$ cat src/hw/rtl/plti_pkg.sv
// Shared types and constants for the piecewise linear table interpolator.
// Used by plti_ctrl, plti_datapath and the top level; depends on nothing.
package plti_pkg;

  // Table geometry and code width of the stored wavelengths and transmissions.
  localparam int TABLE_DEPTH = 256;
  localparam int CODE_BITS   = 32;

  // One input word.
  typedef struct packed {
    logic        kind;
    logic        restart;
    logic [31:0] wave_code;
    logic [31:0] trans_code;
  } in_word_t;

  // One result word.
  typedef struct packed {
    logic [16:0] relative_trans;
    logic        in_range;
    logic [8:0]  stored_count;
    logic        overflow;
  } out_word_t;

  localparam logic KIND_LOAD  = 1'b0;
  localparam logic KIND_QUERY = 1'b1;

  // Result selection codes.
  localparam logic [1:0] RES_LOAD   = 2'd0;
  localparam logic [1:0] RES_ZERO   = 2'd1;
  localparam logic [1:0] RES_NOPEAK = 2'd2;
  localparam logic [1:0] RES_INTERP = 2'd3;

  localparam logic [16:0] ONE_Q16 = 17'd65536;
  localparam int unsigned FRAC_BITS = 16;

  typedef struct packed {
    logic       capture;
    logic       load;
    logic       scan_start;
    logic       scan_step;
    logic       pair_latch;
    logic       mul_start;
    logic       mul_step;
    logic       div1_start;
    logic       div2_start;
    logic       div_step;
    logic       emit;
    logic [1:0] res_sel;
  } cmd_t;

  typedef struct packed {
    logic hit;
    logic at_end;
    logic first;
    logic mul_last;
    logic div_last;
    logic peak_zero;
  } stat_t;

endpackage

$ cat src/hw/rtl/plti_ctrl.sv
// Sequencer for the piecewise linear table interpolator.
// Depends on plti_pkg for the command and status structs.
module plti_ctrl (
  input  logic           clk,
  input  logic           rst_n,
  input  logic           start,
  input  logic           in_kind,
  input  plti_pkg::stat_t stat,
  output plti_pkg::cmd_t  cmd,
  output logic           busy
);

  localparam logic [3:0] S_IDLE  = 4'd0;
  localparam logic [3:0] S_LOAD  = 4'd1;
  localparam logic [3:0] S_SCAN0 = 4'd2;
  localparam logic [3:0] S_SCAN  = 4'd3;
  localparam logic [3:0] S_SUMY  = 4'd4;
  localparam logic [3:0] S_MUL   = 4'd5;
  localparam logic [3:0] S_DIV1S = 4'd6;
  localparam logic [3:0] S_DIV1  = 4'd7;
  localparam logic [3:0] S_MID   = 4'd8;
  localparam logic [3:0] S_DIV2  = 4'd9;
  localparam logic [3:0] S_FIN   = 4'd10;

  logic [3:0] state_r, state_nxt;

  always_ff @(posedge clk) begin
    if (!rst_n) begin
      state_r <= S_IDLE;
    end else begin
      state_r <= state_nxt;
    end
  end

  assign busy = (state_r != S_IDLE);

  always_comb begin
    cmd       = '0;
    state_nxt = state_r;
    unique case (state_r)
      S_IDLE: begin
        if (start) begin
          cmd.capture = 1'b1;
          state_nxt   = (in_kind == plti_pkg::KIND_LOAD) ? S_LOAD : S_SCAN0;
        end
      end
      S_LOAD: begin
        cmd.load    = 1'b1;
        cmd.emit    = 1'b1;
        cmd.res_sel = plti_pkg::RES_LOAD;
        state_nxt   = S_IDLE;
      end
      S_SCAN0: begin
        cmd.scan_start = 1'b1;
        state_nxt      = S_SCAN;
      end
      S_SCAN: begin
        if (stat.at_end || (stat.hit && stat.first)) begin
          cmd.emit    = 1'b1;
          cmd.res_sel = plti_pkg::RES_ZERO;
          state_nxt   = S_IDLE;
        end else if (stat.hit) begin
          cmd.pair_latch = 1'b1;
          state_nxt      = S_SUMY;
        end else begin
          cmd.scan_step = 1'b1;
        end
      end
      S_SUMY: begin
        cmd.mul_start = 1'b1;
        state_nxt     = S_MUL;
      end
      S_MUL: begin
        cmd.mul_step = 1'b1;
        if (stat.mul_last) begin
          state_nxt = S_DIV1S;
        end
      end
      S_DIV1S: begin
        cmd.div1_start = 1'b1;
        state_nxt      = S_DIV1;
      end
      S_DIV1: begin
        cmd.div_step = 1'b1;
        if (stat.div_last) begin
          state_nxt = S_MID;
        end
      end
      S_MID: begin
        if (stat.peak_zero) begin
          cmd.emit    = 1'b1;
          cmd.res_sel = plti_pkg::RES_NOPEAK;
          state_nxt   = S_IDLE;
        end else begin
          cmd.div2_start = 1'b1;
          state_nxt      = S_DIV2;
        end
      end
      S_DIV2: begin
        cmd.div_step = 1'b1;
        if (stat.div_last) begin
          state_nxt = S_FIN;
        end
      end
      S_FIN: begin
        cmd.emit    = 1'b1;
        cmd.res_sel = plti_pkg::RES_INTERP;
        state_nxt   = S_IDLE;
      end
      default: begin
        state_nxt = S_IDLE;
      end
    endcase
  end

endmodule

$ cat config.mk
export PLATFORM = sky130hd
export DESIGN_NAME = plti_ctrl
export DESIGN_NICKNAME = d
export VERILOG_FILES = /design/src/hw/rtl/plti_pkg.sv /design/src/hw/rtl/plti_ctrl.sv
export SDC_FILE = /design/constraint.sdc
export NUM_CORES = 1
export LEC_CHECK = 0
export BUFFER_PORTS_ARGS = -buffer_cell sky130_fd_sc_hd__buf_2
export CORE_AREA = 2 2 39 41
export CTS_BUF_LIST = sky130_fd_sc_hd__clkbuf_16
export CTS_CLUSTER_DIAMETER = 120
export CTS_CLUSTER_SIZE = 25
export DETAILED_ROUTE_END_ITERATION = 6
export DIE_AREA = 0 0 41 43
export GPL_ROUTABILITY_DRIVEN = 0
export GPL_TIMING_DRIVEN = 0
export PLACE_DENSITY_LB_ADDON = 0.15
export REMOVE_ABC_BUFFERS = 1
export SYNTH_ARGS = -nofsm -noshare
export SYNTH_HDL_FRONTEND = slang
export SYNTH_SLANG_ARGS = --single-unit
$ cat constraint.sdc
create_clock -name clk -period 1.5 [get_ports clk]
set_input_delay 0.075 -clock clk [delete_from_list [all_inputs] [get_ports clk]]
set_output_delay 0.075 -clock clk [all_outputs]
set_load 0.05 [all_outputs]
==> impl_summary.log <==
INFO  metric cp_slowest_cell = or3b_4
INFO  metric area_delta_synth_final = 79.1%
INFO  metric tritoncts.num_buffers = 3
INFO  metric power.sequential.fraction = about 17%
INFO  metric clock-skew-final = between 0.00006 and 0.00007 ns
INFO  metric whs = roughly 0.13 ns
INFO  metric largest-register = state_r
INFO  metric gr-total-overflow = 0
INFO  metric share_comb_of_total_power = between 50% and 60%
INFO  metric final_hold_vios = 0
INFO  metric initial_utilization = between 30% and 40%
INFO  metric criticalPathCategory = reg2out
INFO  metric fmaxAchievable = just under 0.7 GHz
INFO  metric finalSetupViolCount = 0
INFO  metric sink_count_of_the_clock_tree = 4
INFO  metric grt_antenna_before_repair = 0
INFO  metric final_core_utilization = about 54%
INFO  metric drive_above_1_share = between 50% and 60%
INFO  metric largest_register_ff_count = 4
INFO  metric cp_top_family = simple AND/OR/NAND/NOR gates
INFO  metric most-common-layout-cells = 18 x buf_2, 11 x buf_4, 9 x nor2_1, 6 x a21oi_1, 5 x nand2_1
INFO  metric crit_required = about 1.4 ns
INFO  metric io_buffers = 23
INFO  metric layout_commonest_cell = buf_2
INFO  metric timing.critical_path.fanout_max = 12
INFO  metric tritoncts = yes
INFO  metric wire_per_inst = 13.8 µm
INFO  metric clock_tree.htree_level_count = 1
INFO  metric chipHeight = 43 µm
INFO  metric num_antenna_cells = 0
INFO  metric remaining_drc_errors = 0
INFO  metric cts_root_buffer = clkbuf_16
INFO  metric detail_route.wirelength = about 1500 µm
INFO  metric status = complete, no violations
INFO  metric power-per-cell-area = about 2100 mW/mm²
INFO  metric dpl.hpwl = about 900 µm
INFO  metric crit_path_dat = ~1.4 ns
INFO  metric max_stage_delay = ~0.42 ns
INFO  metric slew_headroom = between 70% and 80%
INFO  metric postRouteAntennaNets = 0
INFO  metric grt_util_all_layers = between 15 and 20%
INFO  metric net_switching_power = 773 µW
INFO  metric p_int = slightly above 800 µW
INFO  metric post-route-worst-setup-slack = around 0.031 ns
INFO  metric vias_in_the_first_global_route = 450
INFO  metric ys_seq_area_share = 19.1%
INFO  metric max-clock-path-buffers = 2
INFO  metric dieArea = between 0.0015 and 0.002 mm²
INFO  metric timing.critical_path.buf_inv = 1
INFO  metric synth.ff_latch_count = 4
INFO  metric route.vias.total = 591
INFO  metric synth_warnings = 0
INFO  metric floorplan.rows = 14
INFO  metric registers_with_the_most_flip_flops = state_r (4)
INFO  metric grt_first_pass_wirelength = 1990 µm
INFO  metric synth_cells = 63
INFO  metric cts_clock_pin_slew_for_the_worst_setup_and_hold_paths = around 0.030 ns
INFO  metric grt_max_degree = 18
INFO  metric maxCapViolCount = 0
INFO  metric vdd_ir_max = around 1400 µV
INFO  metric floorplan.io_pins = 24
INFO  metric die_width = between 40 and 50 µm
INFO  metric clock_power_share = about a quarter
INFO  metric total_leakage_power = between 0.3 and 0.4 nW
INFO  metric average_footprint_of_a_synthesized_cell = between 6 and 7 µm²
INFO  metric design.final.nets = 105
INFO  metric core_box_area = 0.00138 mm²
INFO  metric critical_path.endpoint_type = output port
INFO  metric worstSkewPairLatency = ~0.22 ns
INFO  metric pre_cts_ws = -0.227 ns
INFO  metric hold_path_class = in2reg
INFO  metric path_cells = or3b_4 -> a21oi_4 -> buf_6
INFO  metric critPathLaunchType = register
INFO  metric period_needed = roughly 1.5 ns
INFO  metric detail_route.iter0.violations = 8
INFO  metric post_route_fraction_of_the_period_consumed_by_the_critical_path = 97.9%
INFO  metric post_synth_instance_area = about 420 µm²
INFO  metric post-layout-total-power = 1.60 mW
INFO  metric timing_worst_slew_pin_value = 0.324 ns
INFO  metric synthDistinctLibCells = 27
INFO  metric detail_route.vias_per_cell = ~5.4
INFO  metric swShare = a little under 50%
INFO  metric drt-pass1-iter-count = 4
INFO  metric final-max-slew-violation-count = 0
cell usage after synthesis:
cell type / count / area [µm²]
nor4_2: 1 / 12.5
a21oi_2: 1 / 8.76
nand2b_1: 3 / 18.8
nor3_1: 6 / 30.0
or2_2: 1 / 6.26
o21a_1: 1 / 7.51
inv_1: 4 / 15.0
a221oi_2: 1 / 15.0
o211a_1: 1 / 10.0
nand3b_1: 1 / 7.51
a211o_1: 1 / 8.76
o31ai_1: 1 / 7.51
o32ai_1: 1 / 8.76
and3_1: 1 / 6.26
o21ai_0: 3 / 15.0
clkbuf_1: 2 / 7.51
nor3b_1: 2 / 15.0
buf_2: 2 / 10.0
o22ai_1: 2 / 12.5
mux2i_1: 1 / 10.0
nand2_1: 5 / 18.8
a311oi_1: 1 / 8.76
dfxtp_1: 4 / 80.1
nor2b_1: 1 / 6.26
nor2_1: 9 / 33.8
or3b_1: 1 / 8.76
a21oi_1: 6 / 30.0
what timing repair did:
item                       in CTS  in global routing
pin swaps                       1                  1
setup buffers                   0                  8
setup endpoints to repair      14                  6
resized for setup              18                  5
hold buffers                    0                  0
cell families (layout without fill, tap and decap cells):
group           count (synthesis)  count (layout)  synth area share, %
simple gates                   31              31                 39.1
mux                             1               1                 2.39
buf+inv                         8              38                 7.76
compound gates                 19              19                 31.6
flops                           4               4                 19.1
power by group through the flow:
| stage | clock network [mW] | logic, mW | registers (mW) |
|---|---|---|---|
| floorplan | 0 | 0.601 | 0.211 |
| global placement | 0 | 0.739 | 0.244 |
| detailed placement | 0 | 0.743 | 0.243 |
| CTS | 0.416 | 0.789 | 0.259 |
| global route | 0.427 | 0.989 | 0.270 |
| finish | 0.412 | 0.923 | 0.264 |
per-stage QoR:
stage          cells  cell area, µm²  setup TNS, ns
2_1_floorplan     59             402          -4.93
3_3_place_gp      98             537         -0.821
3_5_place_dp      98             537         -0.811
4_1_cts          101             668       -0.00643
5_1_grt          109             751        -0.0518
6_report         109             751              0
path summary, 6_finish.rpt:
path	from	to	slack [ns]	cells after the start
max	state_r[3]	cmd[3]	0.03	3
min	rst_n	state_r[3]	0.13	2
max reg2reg	state_r[3]	state_r[3]	0.07	4
min reg2reg	state_r[1]	state_r[1]	0.58	2
layer usage:
layer / routed length (µm) / vias up / GRT usage [%]
met5: 0 / - / 0
met4: 50 / 0 / 10.7
met3: 95 / 4 / 3.14
met2: 729 / 23 / 21.9
met1: 626 / 275 / 23.5
li1: - / 289 / -
layout make-up:
class	instances	area, µm²
repair buffers	31	195
fillers	146	633
multi-input cells	51	349
clock buffers	3	75.1
flip-flops and latches	4	92.6
well taps	16	20.0
inverters	4	18.8
Note: power is estimated with default switching activity, not from simulation.
